$ cat src/sv/cnchs_pkg.sv
package cnchs_pkg;

  localparam int AXIS_COUNT = 4;
  localparam int AXIS_BITS = 2;
  localparam int AXIS_SLOTS = 4;

  localparam logic [AXIS_SLOTS-1:0] AXES_WIDTH_MASK = 4'h0F;
  localparam logic [AXIS_SLOTS-1:0] VALID_AXES =
    AXIS_SLOTS'(((1 << AXIS_COUNT) - 1)) & AXES_WIDTH_MASK;

  localparam int IN_DATA_W = 16;
  localparam int IN_USER_W = 2;
  localparam int OUT_DATA_W = 24;
  localparam int CFG_INDEX_W = 2;
  localparam int CFG_DATA_W = 4;

  typedef enum logic [1:0] {
    CMD_TICK  = 2'd0,
    CMD_START = 2'd1,
    CMD_ABORT = 2'd2,
    CMD_CLEAR = 2'd3
  } command_t;

  localparam logic [CFG_INDEX_W-1:0] REG_HOMING_ENABLED = 2'd0;
  localparam logic [CFG_INDEX_W-1:0] REG_DIRECTION_MASK = 2'd1;
  localparam logic [CFG_INDEX_W-1:0] REG_LIMIT_INVERT = 2'd2;

  typedef enum logic [5:0] {
    ST_IDLE       = 6'b000001,
    ST_SEEK       = 6'b000010,
    ST_BACKOFF    = 6'b000100,
    ST_REAPPROACH = 6'b001000,
    ST_PULLOFF    = 6'b010000,
    ST_ALARM      = 6'b100000
  } phase_t;

  localparam logic [2:0] PH_IDLE = 3'd0;
  localparam logic [2:0] PH_SEEK = 3'd1;
  localparam logic [2:0] PH_BACKOFF = 3'd2;
  localparam logic [2:0] PH_REAPPROACH = 3'd3;
  localparam logic [2:0] PH_PULLOFF = 3'd4;
  localparam logic [2:0] PH_ALARM = 3'd6;

  localparam logic [1:0] MK_SEEK = 2'd0;
  localparam logic [1:0] MK_BACKOFF = 2'd1;
  localparam logic [1:0] MK_REAPPROACH = 2'd2;
  localparam logic [1:0] MK_PULLOFF = 2'd3;

  localparam logic [1:0] ALM_NONE = 2'd0;
  localparam logic [1:0] ALM_NOT_FOUND = 2'd1;
  localparam logic [1:0] ALM_STILL_SET = 2'd2;

  localparam logic [AXIS_BITS-1:0] AXIS_ORDER [AXIS_SLOTS] = '{2'd2, 2'd1, 2'd0, 2'd3};

  function automatic logic [2:0] phase_code(input phase_t p);
    logic [2:0] c;
    case (p)
      ST_IDLE:       c = PH_IDLE;
      ST_SEEK:       c = PH_SEEK;
      ST_BACKOFF:    c = PH_BACKOFF;
      ST_REAPPROACH: c = PH_REAPPROACH;
      ST_PULLOFF:    c = PH_PULLOFF;
      ST_ALARM:      c = PH_ALARM;
      default:       c = PH_IDLE;
    endcase
    return c;
  endfunction

endpackage

$ cat src/sv/cnc_homing_sequencer.sv
// channel | dir | handshake                 | payload
// s       | in  | s_tvalid / s_tready       | s_tuser command, s_tdata status
// m       | out | m_tvalid / m_tready       | m_tdata one result word per input word
// cfg     | in  | cfg_valid / cfg_ready     | cfg_index, cfg_data
// One input word is taken every cycle while the result register is free; its result is
// registered and appears in the cycle after. A single pass of the next-state logic lies
// between the input port and the result register for each word.
// rst is synchronous and clears state, the result valid flag and the configuration registers.
// A stalled result holds; input is taken while the result register is empty
// or is being drained in the same cycle. cfg_ready is always high.
module cnc_homing_sequencer (
  input  logic                               clk,
  input  logic                               rst,
  input  logic                               s_tvalid,
  output logic                               s_tready,
  // home_mask[3:0], limit_min_pins[7:4], limit_max_pins[11:8],
  // motion_idle[12], queue_empty[13], zero[15:14]
  input  logic [cnchs_pkg::IN_DATA_W-1:0]    s_tdata,
  // command[1:0]
  input  logic [cnchs_pkg::IN_USER_W-1:0]    s_tuser,
  output logic                               m_tvalid,
  input  logic                               m_tready,
  // start_accepted[0], phase[3:1], active_axis[5:4], homed_axes[9:6],
  // alarm[11:10], move_start[12], move_kind[14:13], move_positive[15],
  // zero_axis_position[16], sync_axis_position[17], steppers_disable[18],
  // all_homed[19], zero[23:20]
  output logic [cnchs_pkg::OUT_DATA_W-1:0]   m_tdata,
  input  logic                               cfg_valid,
  output logic                               cfg_ready,
  input  logic [cnchs_pkg::CFG_INDEX_W-1:0]  cfg_index,
  input  logic [cnchs_pkg::CFG_DATA_W-1:0]   cfg_data
);
  import cnchs_pkg::*;

  logic                 homing_enabled;
  logic [3:0]           direction_mask;
  logic [3:0]           limit_invert_mask;

  phase_t               phase_reg, phase_reg_next;
  logic [3:0]           axes_pending, axes_pending_next;
  logic [3:0]           axes_done, axes_done_next;
  logic [AXIS_BITS-1:0] current_axis_reg, current_axis_reg_next;
  logic [1:0]           alarm_reg, alarm_reg_next;
  logic                 limit_previous, limit_previous_next;
  logic                 machine_homed_flag, machine_homed_flag_next;

  logic                 accepted, mv_start, mv_pos, zero_pos, sync_pos;
  logic [1:0]           mv_kind;
  logic [OUT_DATA_W-1:0] result_next;

  command_t             cmd;
  logic [3:0]           mask, mins, maxs;
  logic                 idle, qempty;
  logic                 in_acc;

  assign cmd    = command_t'(s_tuser[1:0]);
  assign mask   = s_tdata[3:0];
  assign mins   = s_tdata[7:4];
  assign maxs   = s_tdata[11:8];
  assign idle   = s_tdata[12];
  assign qempty = s_tdata[13];

  assign s_tready  = !m_tvalid || m_tready;
  assign in_acc    = s_tvalid && s_tready;
  assign cfg_ready = 1'b1;

  function automatic logic limit_of(input logic [AXIS_BITS-1:0] ax, input logic [3:0] mn,
                                    input logic [3:0] mx, input logic [3:0] dir,
                                    input logic [3:0] inv);
    logic pin;
    pin = dir[ax] ? mx[ax] : mn[ax];
    return pin ^ inv[ax];
  endfunction

  always_comb begin
    logic                 found;
    logic                 after;
    logic [AXIS_BITS-1:0] pick;
    logic                 now;
    logic                 edge_hit;
    logic                 lim_cur;
    logic                 seek_next;

    phase_reg_next          = phase_reg;
    axes_pending_next       = axes_pending;
    axes_done_next          = axes_done;
    current_axis_reg_next   = current_axis_reg;
    alarm_reg_next          = alarm_reg;
    limit_previous_next     = limit_previous;
    machine_homed_flag_next = machine_homed_flag;
    accepted  = 1'b0;
    mv_start  = 1'b0;
    mv_kind   = MK_SEEK;
    mv_pos    = 1'b0;
    zero_pos  = 1'b0;
    sync_pos  = 1'b0;
    found     = 1'b0;
    after     = 1'b0;
    pick      = current_axis_reg;
    seek_next = 1'b0;
    edge_hit  = 1'b0;
    now       = limit_of(current_axis_reg, mins, maxs, direction_mask, limit_invert_mask);

    case (cmd)
      CMD_START: begin
        if (phase_reg == ST_IDLE && mask != 4'd0 && (mask & ~VALID_AXES) == 4'd0
            && homing_enabled) begin
          accepted          = 1'b1;
          axes_pending_next = mask;
          axes_done_next    = 4'd0;
          alarm_reg_next    = ALM_NONE;
          for (int i = 0; i < AXIS_SLOTS; i++) begin
            if (!found && int'(AXIS_ORDER[i]) < AXIS_COUNT && mask[AXIS_ORDER[i]]) begin
              found = 1'b1;
              pick  = AXIS_ORDER[i];
            end
          end
          current_axis_reg_next = pick;
          seek_next = 1'b1;
        end
      end
      CMD_ABORT: begin
        phase_reg_next      = ST_IDLE;
        alarm_reg_next      = ALM_NONE;
        limit_previous_next = 1'b0;
      end
      CMD_CLEAR: begin
        if (phase_reg == ST_ALARM) begin
          phase_reg_next = ST_IDLE;
          alarm_reg_next = ALM_NONE;
        end
      end
      default: begin
        if (phase_reg == ST_SEEK || phase_reg == ST_REAPPROACH) begin
          edge_hit            = now && !limit_previous;
          limit_previous_next = now;
        end
        if (edge_hit && phase_reg == ST_SEEK) begin
          phase_reg_next = ST_BACKOFF;
          mv_start       = 1'b1;
          mv_kind        = MK_BACKOFF;
          mv_pos         = !direction_mask[current_axis_reg];
        end else if (edge_hit) begin
          zero_pos       = 1'b1;
          phase_reg_next = ST_PULLOFF;
          mv_start       = 1'b1;
          mv_kind        = MK_PULLOFF;
          mv_pos         = !direction_mask[current_axis_reg];
        end else begin
          case (phase_reg)
            ST_SEEK: begin
              if (idle) begin
                phase_reg_next = ST_ALARM;
                alarm_reg_next = ALM_NOT_FOUND;
              end
            end
            ST_BACKOFF: begin
              if (qempty) begin
                limit_previous_next = 1'b0;
                phase_reg_next      = ST_REAPPROACH;
                mv_start            = 1'b1;
                mv_kind             = MK_REAPPROACH;
                mv_pos              = direction_mask[current_axis_reg];
              end
            end
            ST_REAPPROACH: begin
              if (qempty) begin
                phase_reg_next = ST_ALARM;
                alarm_reg_next = ALM_NOT_FOUND;
              end
            end
            ST_PULLOFF: begin
              if (idle) begin
                if (now) begin
                  phase_reg_next = ST_ALARM;
                  alarm_reg_next = ALM_STILL_SET;
                end else begin
                  axes_done_next = axes_done | (4'd1 << current_axis_reg);
                  sync_pos       = 1'b1;
                  // search only the slots that follow the current axis
                  for (int i = 0; i < AXIS_SLOTS; i++) begin
                    if (after && !found && int'(AXIS_ORDER[i]) < AXIS_COUNT
                        && axes_pending[AXIS_ORDER[i]]) begin
                      found = 1'b1;
                      pick  = AXIS_ORDER[i];
                    end
                    if (AXIS_ORDER[i] == current_axis_reg) after = 1'b1;
                  end
                  if (found) begin
                    current_axis_reg_next = pick;
                    seek_next = 1'b1;
                  end else begin
                    phase_reg_next          = ST_IDLE;
                    machine_homed_flag_next = 1'b1;
                  end
                end
              end
            end
            default: begin
            end
          endcase
        end
      end
    endcase

    if (seek_next) begin
      lim_cur             = limit_of(pick, mins, maxs, direction_mask, limit_invert_mask);
      limit_previous_next = 1'b0;
      mv_start            = 1'b1;
      if (lim_cur) begin
        phase_reg_next = ST_BACKOFF;
        mv_kind        = MK_BACKOFF;
        mv_pos         = !direction_mask[pick];
      end else begin
        phase_reg_next = ST_SEEK;
        mv_kind        = MK_SEEK;
        mv_pos         = direction_mask[pick];
      end
    end else begin
      lim_cur = 1'b0;
    end

    result_next = {4'd0, machine_homed_flag_next, phase_reg_next == ST_ALARM,
                   sync_pos, zero_pos, mv_pos, mv_kind, mv_start, alarm_reg_next,
                   axes_done_next, current_axis_reg_next, phase_code(phase_reg_next),
                   accepted};
  end

  always_ff @(posedge clk) begin
    if (rst) begin
      homing_enabled    <= 1'b0;
      direction_mask    <= 4'd0;
      limit_invert_mask <= 4'd0;
    end else if (cfg_valid && cfg_ready) begin
      case (cfg_index)
        REG_HOMING_ENABLED: homing_enabled    <= cfg_data[0];
        REG_DIRECTION_MASK: direction_mask    <= cfg_data[3:0];
        REG_LIMIT_INVERT:   limit_invert_mask <= cfg_data[3:0];
        default: begin
        end
      endcase
    end
  end

  always_ff @(posedge clk) begin
    if (rst) begin
      phase_reg          <= ST_IDLE;
      axes_pending       <= 4'd0;
      axes_done          <= 4'd0;
      current_axis_reg   <= '0;
      alarm_reg          <= ALM_NONE;
      limit_previous     <= 1'b0;
      machine_homed_flag <= 1'b0;
    end else if (in_acc) begin
      phase_reg          <= phase_reg_next;
      axes_pending       <= axes_pending_next;
      axes_done          <= axes_done_next;
      current_axis_reg   <= current_axis_reg_next;
      alarm_reg          <= alarm_reg_next;
      limit_previous     <= limit_previous_next;
      machine_homed_flag <= machine_homed_flag_next;
    end
  end

  always_ff @(posedge clk) begin
    if (rst) begin
      m_tvalid <= 1'b0;
    end else if (in_acc) begin
      m_tvalid <= 1'b1;
    end else if (m_tready) begin
      m_tvalid <= 1'b0;
    end
  end

  always_ff @(posedge clk) begin
    if (in_acc) begin
      m_tdata <= result_next;
    end
  end

`ifndef SYNTHESIS
  a_state_holds: assert property (@(posedge clk) disable iff (rst)
    !in_acc |=> $stable(phase_reg) && $stable(axes_done) && $stable(current_axis_reg))
    else $error("state changed without an accepted word");

  a_start_moves: assert property (@(posedge clk) disable iff (rst)
    m_tvalid && m_tdata[0] |-> m_tdata[12] && m_tdata[11:10] == ALM_NONE)
    else $error("accepted start did not request a move");

  a_zero_pulloff: assert property (@(posedge clk) disable iff (rst)
    m_tvalid && m_tdata[16] |-> m_tdata[12] && m_tdata[14:13] == MK_PULLOFF
                               && m_tdata[3:1] == PH_PULLOFF)
    else $error("zero strobe without pulloff request");

  a_alarm_disable: assert property (@(posedge clk) disable iff (rst)
    m_tvalid |-> m_tdata[18] == (m_tdata[3:1] == PH_ALARM)
                 && (m_tdata[18] == (m_tdata[11:10] != ALM_NONE)))
    else $error("steppers disable disagrees with alarm");

  a_homed_sticky: assert property (@(posedge clk) disable iff (rst)
    machine_homed_flag |=> machine_homed_flag)
    else $error("homed flag dropped");
`endif

endmodule
$ cat config.mk
export PLATFORM = sky130hd
export DESIGN_NAME = cnc_homing_sequencer
export DESIGN_NICKNAME = d
export VERILOG_FILES = /design/src/sv/cnchs_pkg.sv /design/src/sv/cnc_homing_sequencer.sv
export SDC_FILE = /design/constraint.sdc
export NUM_CORES = 1
export LEC_CHECK = 0
export BUFFER_PORTS_ARGS = -buffer_cell sky130_fd_sc_hd__buf_4
export CAP_MARGIN = 25
export CORE_ASPECT_RATIO = 1.1
export CORE_MARGIN = 3
export CORE_UTILIZATION = 61
export CTS_CLUSTER_SIZE = 16
export DETAILED_ROUTE_END_ITERATION = 10
export MAX_ROUTING_LAYER = met4
export PLACE_DENSITY = 0.86
export SLEW_MARGIN = 10
export SYNTH_ARGS = -nofsm -noshare
export SYNTH_HDL_FRONTEND = slang
export SYNTH_SLANG_ARGS = --single-unit
$ cat constraint.sdc
create_clock -name clk -period 5.66 [get_ports clk]
set_input_delay 0.849 -clock clk [delete_from_list [all_inputs] [get_ports clk]]
set_output_delay 0.849 -clock clk [all_outputs]
set_load 0.02 [all_outputs]
# Word-level counts from Yosys, hierarchy flattened
# Index checks and enable logic that the tools add are counted.
# W data, S select, Z words.
# totals
regBits	50
latch_bits	0
romBits	0
ram_bits	0
memories	0
out_inout_bits	27
elab_cells	249
# op_classes
n_mux	168
bitwise	5
n_eq_ne	19
n_shift	1
reduce_logical	38
n_div	0
multipliers	0
add_sub_neg	0
order_cmp	2
# ops
operator	n
$mux W1	100
$mux W2	33
$mux W6	10
$mux W4	6
$pmux W6 S4	1
$pmux W6 S3	1
$bmux W1 S2	8
$pmux W3 S5	1
$logic_and A1 B1 Y1	13
$eq A6 B2 Y1 const B	2
$eq A6 B3 Y1 const B	2
$eq A6 B4 Y1 const B	2
$eq A6 B5 Y1 const B	2
$eq A6 B6 Y1 const B	2
$pmux W2 S3	2
$logic_not A1 Y1	9
$pmux W2 S2	2
$pmux W4 S2	1
$reduce_and A2 Y1	4
$reduce_or A7 Y1	1
$eq A2 B2 Y1 const B	3
$eq A6 B1 Y1 const B	1
$lt A2 B3 Y1 const B	2
$eq A2 B1 Y1 const B	2
other kinds (17)	23

# Depth between registers and ports, before layout
# depth
depth_word	48
depth_mapped	12

# Worst setup path before layout
# Ideal clock, no wire load.
# synth_timing
path_kind	input-to-reg
start	in s_tdata[5] (netlist name)
end	reg m_tdata[2] (netlist name) (data pin)
n_path_buf	0
setup_ps	256
t_arrival_ps	3289
stages	10
path_slack_ps	2115
cell_sequence	mux4_1 > mux2i_4 > mux2i_2 > mux2i_1 > o21ai_0 > and3_1 > a211o_1 > and2_1 > o2bb2ai_1 > a2bb2oi_2
# synth_via
elab_chain_cells	18
word_cells_on_any_way	44
# synth_rtl
item	line_no	text
start: declaration	cnc_homing_sequencer.sv:18	input logic [cnchs_pkg::IN_DATA_W-1:0] s_tdata,
$bmux W1 S2	cnc_homing_sequencer.sv:71	pin = dir[ax] ? mx[ax] : mn[ax];
$mux W1 (not written as such)	cnc_homing_sequencer.sv:71	
$mux W1	cnc_homing_sequencer.sv:71	
$xor A1 B1 Y1	cnc_homing_sequencer.sv:72	return pin ^ inv[ax];
$mux W2 / $logic_and A1 B1 Y1 (equally long branches)	cnc_homing_sequencer.sv:174, cnc_homing_sequencer.sv:135	
$mux W2 / $mux W1 (equally long branches)	cnc_homing_sequencer.sv:173, cnc_homing_sequencer.sv:134	
$mux W2 / $mux W1 (equally long branches)	cnc_homing_sequencer.sv:150, cnc_homing_sequencer.sv:104	
$mux W2 / $logic_and A1 B1 Y1 (equally long branches)	cnc_homing_sequencer.sv:143, cnc_homing_sequencer.sv:138	
[... 3 more ...]	n/a	
$mux W1 (not written as such)	cnc_homing_sequencer.sv:71	
$mux W1	cnc_homing_sequencer.sv:71	
$xor A1 B1 Y1	cnc_homing_sequencer.sv:72	
$mux W3	cnc_homing_sequencer.sv:210	if (lim_cur) begin
$mux W6 *	cnc_homing_sequencer.sv:206	if (seek_next) begin
$eq A6 B6 Y1 (tied with other cells)	cnchs_pkg.sv:57	case (p)
$pmux W3 S5 *	cnchs_pkg.sv:57	
named net result_next[2]	cnc_homing_sequencer.sv:49	logic [OUT_DATA_W-1:0] result_next;
end signal: assignment	cnc_homing_sequencer.sv:277	m_tdata <= result_next;
end: declaration	cnc_homing_sequencer.sv:27	output logic [cnchs_pkg::OUT_DATA_W-1:0] m_tdata,
# The timed path passes the listed nets; every way through them passes the cells marked *. The select of a mux whose other input is x is not followed.
# A chain may end at the register's enable or synchronous reset.

# Worst setup path in the final report
# layout_timing
start	reg current_axis_reg[0]
end	reg m_tdata[1] (netlist name) (data pin)
# layout_via
elab_chain_cells	46
word_cells_on_any_way	112
# layout_rtl
item	line_no	text
start: declaration	cnc_homing_sequencer.sv:42	logic [AXIS_BITS-1:0] current_axis_reg, current_axis_reg_next;
start signal: assignment	cnc_homing_sequencer.sv:258	current_axis_reg <= current_axis_reg_next;
$eq A2 B2 Y1	cnc_homing_sequencer.sv:187	if (AXIS_ORDER[i] == current_axis_reg) after = 1'b1;
$mux W1	cnc_homing_sequencer.sv:187	
$mux W1	cnc_homing_sequencer.sv:174	if (now) begin
$mux W1	cnc_homing_sequencer.sv:173	if (idle) begin
$mux W1	cnc_homing_sequencer.sv:150	case (phase_reg)
$mux W1	cnc_homing_sequencer.sv:143	end else if (edge_hit) begin
$mux W1	cnc_homing_sequencer.sv:138	if (edge_hit && phase_reg == ST_SEEK) begin
$mux W1	cnc_homing_sequencer.sv:104	case (cmd)
[... 31 more ...]	n/a	
$pmux W6 S4 / $mux W1 (equally long branches)	cnc_homing_sequencer.sv:150	
$mux W6 / $mux W1 (equally long branches)	cnc_homing_sequencer.sv:143	
$mux W6 / $mux W1 (equally long branches)	cnc_homing_sequencer.sv:138	
$pmux W6 S3 / $pmux W1 S2 (equally long branches)	cnc_homing_sequencer.sv:104	
$mux W6 *	cnc_homing_sequencer.sv:206	
$eq A6 B6 Y1 (tied with other cells)	cnchs_pkg.sv:57	
$pmux W3 S5 *	cnchs_pkg.sv:57	
named net result_next[1]	cnc_homing_sequencer.sv:49	
# Marked as above.

==> results.tsv <==
metric	value	unit
core	4810	µm²
hold_violations	0	
synthesis.instances	360	
post-route-period-util	0.708	
insertedDiodeCount	0	
net_count_of_the_finished_layout	429	
die_x	74.6	µm
track_usage	0.274	
seq_area_frac_synth	0.374	
detail_route.iter0.violations	367	
timing_worst_setup_path_type	reg2reg	
crit_required	5.73	ns
crit_slowest_cell	dfxtp_1	
routed-via-count	2955	
ys.warnings.count	0	
cts.hold.buffers_added	0	
postSynthRegisterBits	49	
route.final.wire_length	7650	µm
drt.antenna.violating_nets	0	
timing.fmax	0.249	GHz
final_layout_size_suffix_gt1_frac	0.194	
core.rowCount	26	
gp_congestion	0.893	
synthFlopType	dfxtp_1	
cts_resized	0	
hold-worst-slack	0.459	ns
largest_net_degree_at_the_start_of_global_routing	31	
post_drt_via_cell_ratio	6.52	
fill_cells	368	
synth_enable_flop_cells	20	
setup_total_negative_slack	0	ns
floorplan_die_height	81.5	µm
status	finished, final reports clean	
yosys.area.top_type	edfxtp_1	
end_kind	flip-flop	
clock_insertion_delay_worst_skew	0.30	ns
post-synth-top-area-fraction	0.190	
portBuffers	48	
tritoncts	yes	
ir_worst_vdd	0.155	mV
hold-path-endpoint	axes_done[0]	
cpPeakStageDelay	0.76	ns
numCtsBuffers	5	
reg2reg_slack	1.65	ns
asyncSetResetFlopFracSynth	0	
worstPathMaxFanout	17	
remaining_drc_errors	0	
worstHoldPathType	reg2reg	
worst-endpoint-arrival	4.08	ns
post_drt_wl_per_cell	16.9	µm
dp_hpwl	5530	µm
timing.hold.worst.start	axes_done[0]	
static-leakage-power	1.47	nW
grt_setup_unrepaired	false	
slew_headroom	0.421	
setup_viols_final	0	
r2r.worst_path.cells	10	
count_of_unique_library_cells_instantiated_by_yosys	73	
min_delay_path_depth	2	
worstMarginPinSlew	0.869	ns
floorplan.initialDensity	0.656	
period_needed	4.01	ns
timing.critical_path.from_type	flip-flop	
netlist_area	3160	µm²
via_count_of_the_first_global_routing_pass	2704	
power.density_cell_area	215	nW/µm²
drv_slew	0	
path_clk_slew	0.09	ns
skew	0.00668	ns
area.growth.synth_to_final	13.2	%
r2r-start	current_axis_reg[0]	
ctsHtreeMaxLevel	2	
initial_antenna_violation_count	0	
cts.sinks	49	
setup_repair_bufs_after_cts	0	
reg2reg_to	m_tdata[1]	
die_area	6080	µm²
drv_cap	0	
gr-total-overflow	0	
grt_pass1_wl	12700	µm
top_level_ports	56	
cts_root_cell	clkbuf_8	
synth_top_cells_by_area	edfxtp_1 (19%), dfxtp_1 (18%), nor2_1 (5.1%)	
first_pass_iters	5	
critical_path.cell_chain	mux4_1, mux2i_4, mux2i_2, mux2i_1, o21ai_0, and3_1, a211o_1, nand3_1, nand3_2, and4b_1	
total_power	0.000768	W
clockBufferDepth	2	
number_of_flip_flops_under_the_largest_register_name	20	
synthesis.area_per_instance	8.78	µm²
[cell families after synthesis]
group / Yosys count / share of synthesized area
mux: 25 / 0.106
flops: 49 / 0.374
other cells: 2 / 0.00238
fa+ha+maj: 5 / 0.0190
compound gates: 84 / 0.190
xor+xnor: 7 / 0.0194
simple gates: 148 / 0.232
buf+inv: 40 / 0.0566
[cell usage in the layout (no fill, tap or decap), types with 4 or more instances in the layout]
cell type  instances
conb_1             5
nand2b_1           5
a21oi_1           15
xor2_1             5
nand3_1           14
a31o_2             4
edfxtp_1          20
nor2_1            43
nor3_1            11
buf_4             49
o31ai_1            5
and2_1             6
and3_1             4
inv_1             15
ha_1               4
o22ai_1            5
dfxtp_1           29
nand3b_1           5
o21ai_0           19
mux2i_1           16
nand2_1           37
clkbuf_8           5
[through the flow]
| stage | area [µm²] | setup slack [ns] | util | instances |
|---|---|---|---|---|
| finish | 3580 | 1.65 | 0.743 | 453 |
| CTS | 3580 | 1.70 | 0.743 | 453 |
| global placement | 3490 | 1.70 | 0.726 | 445 |
| global route | 3580 | 1.47 | 0.743 | 453 |
| floorplan | 3170 | 2.11 | - | 363 |
| detailed placement | 3490 | 1.65 | 0.726 | 445 |
[how the worst max path moves through the flow]
stage | slack (ns) | depth (start not counted) | end | from
global placement | 1.70 | 11 | m_tdata[1] | s_tdata[5]
detailed placement | 1.65 | 11 | m_tdata[1] | s_tdata[5]
finish | 1.65 | 10 | m_tdata[1] | current_axis_reg[0]
floorplan | 2.11 | 10 | m_tdata[2] | s_tdata[5]
global route | 1.47 | 10 | m_tdata[1] | current_axis_reg[0]
CTS | 1.70 | 10 | m_tdata[1] | current_axis_reg[0]
[cells in the mapped netlist, types with 4 or more instances]
master	n
o22ai_1	5
o21ai_0	19
inv_1	15
ha_1	4
nand3_1	14
nand3b_1	5
dfxtp_1	29
and2_1	6
and3_1	4
a31o_2	4
clkbuf_1	16
nand2b_1	5
o31ai_1	5
nor3_1	11
buf_4	5
xor2_1	5
mux2i_1	16
edfxtp_1	20
nor2_1	43
nand2_1	37
a21oi_1	15
[worst max-delay path, delay by kind of cell, from the launching register on]
family	cells	cell delay, ns
flops	1	0.76
mux	4	1.82
compound gates	2	0.46
simple gates	4	0.71
[power by group]
| part | switching [W] | internal [W] |
|---|---|---|
| combinational | 0.000100 | 0.0000692 |
| clock | 0.000115 | 0.0000859 |
| sequential | 0.0000132 | 0.000384 |
| total | 0.000229 | 0.000539 |
[layer usage]
metal  up-vias  track usage  share of wire
met5         -            -              0
li1       1382            -              -
met2       155        0.460           0.52
met4         0       0.0783          0.013
met1      1406        0.337           0.40
met3        12       0.0477          0.067
[area by class of cell]
| type | count | area (µm²) | area share |
|---|---|---|---|
| Multi-Input combinational cell | 274 | 1810 | 0.506 |
| Sequential cell | 49 | 1180 | 0.330 |
| Timing Repair Buffer | 49 | 368 | 0.103 |
| Clock buffer | 6 | 72.6 | 0.0203 |
| Tap cell | 56 | 70.1 | 0.0196 |
| Inverter | 17 | 65.1 | 0.0182 |
| Clock inverter | 2 | 10.0 | 0.00280 |
No activity file was read; power rests on OpenSTA's default activity.
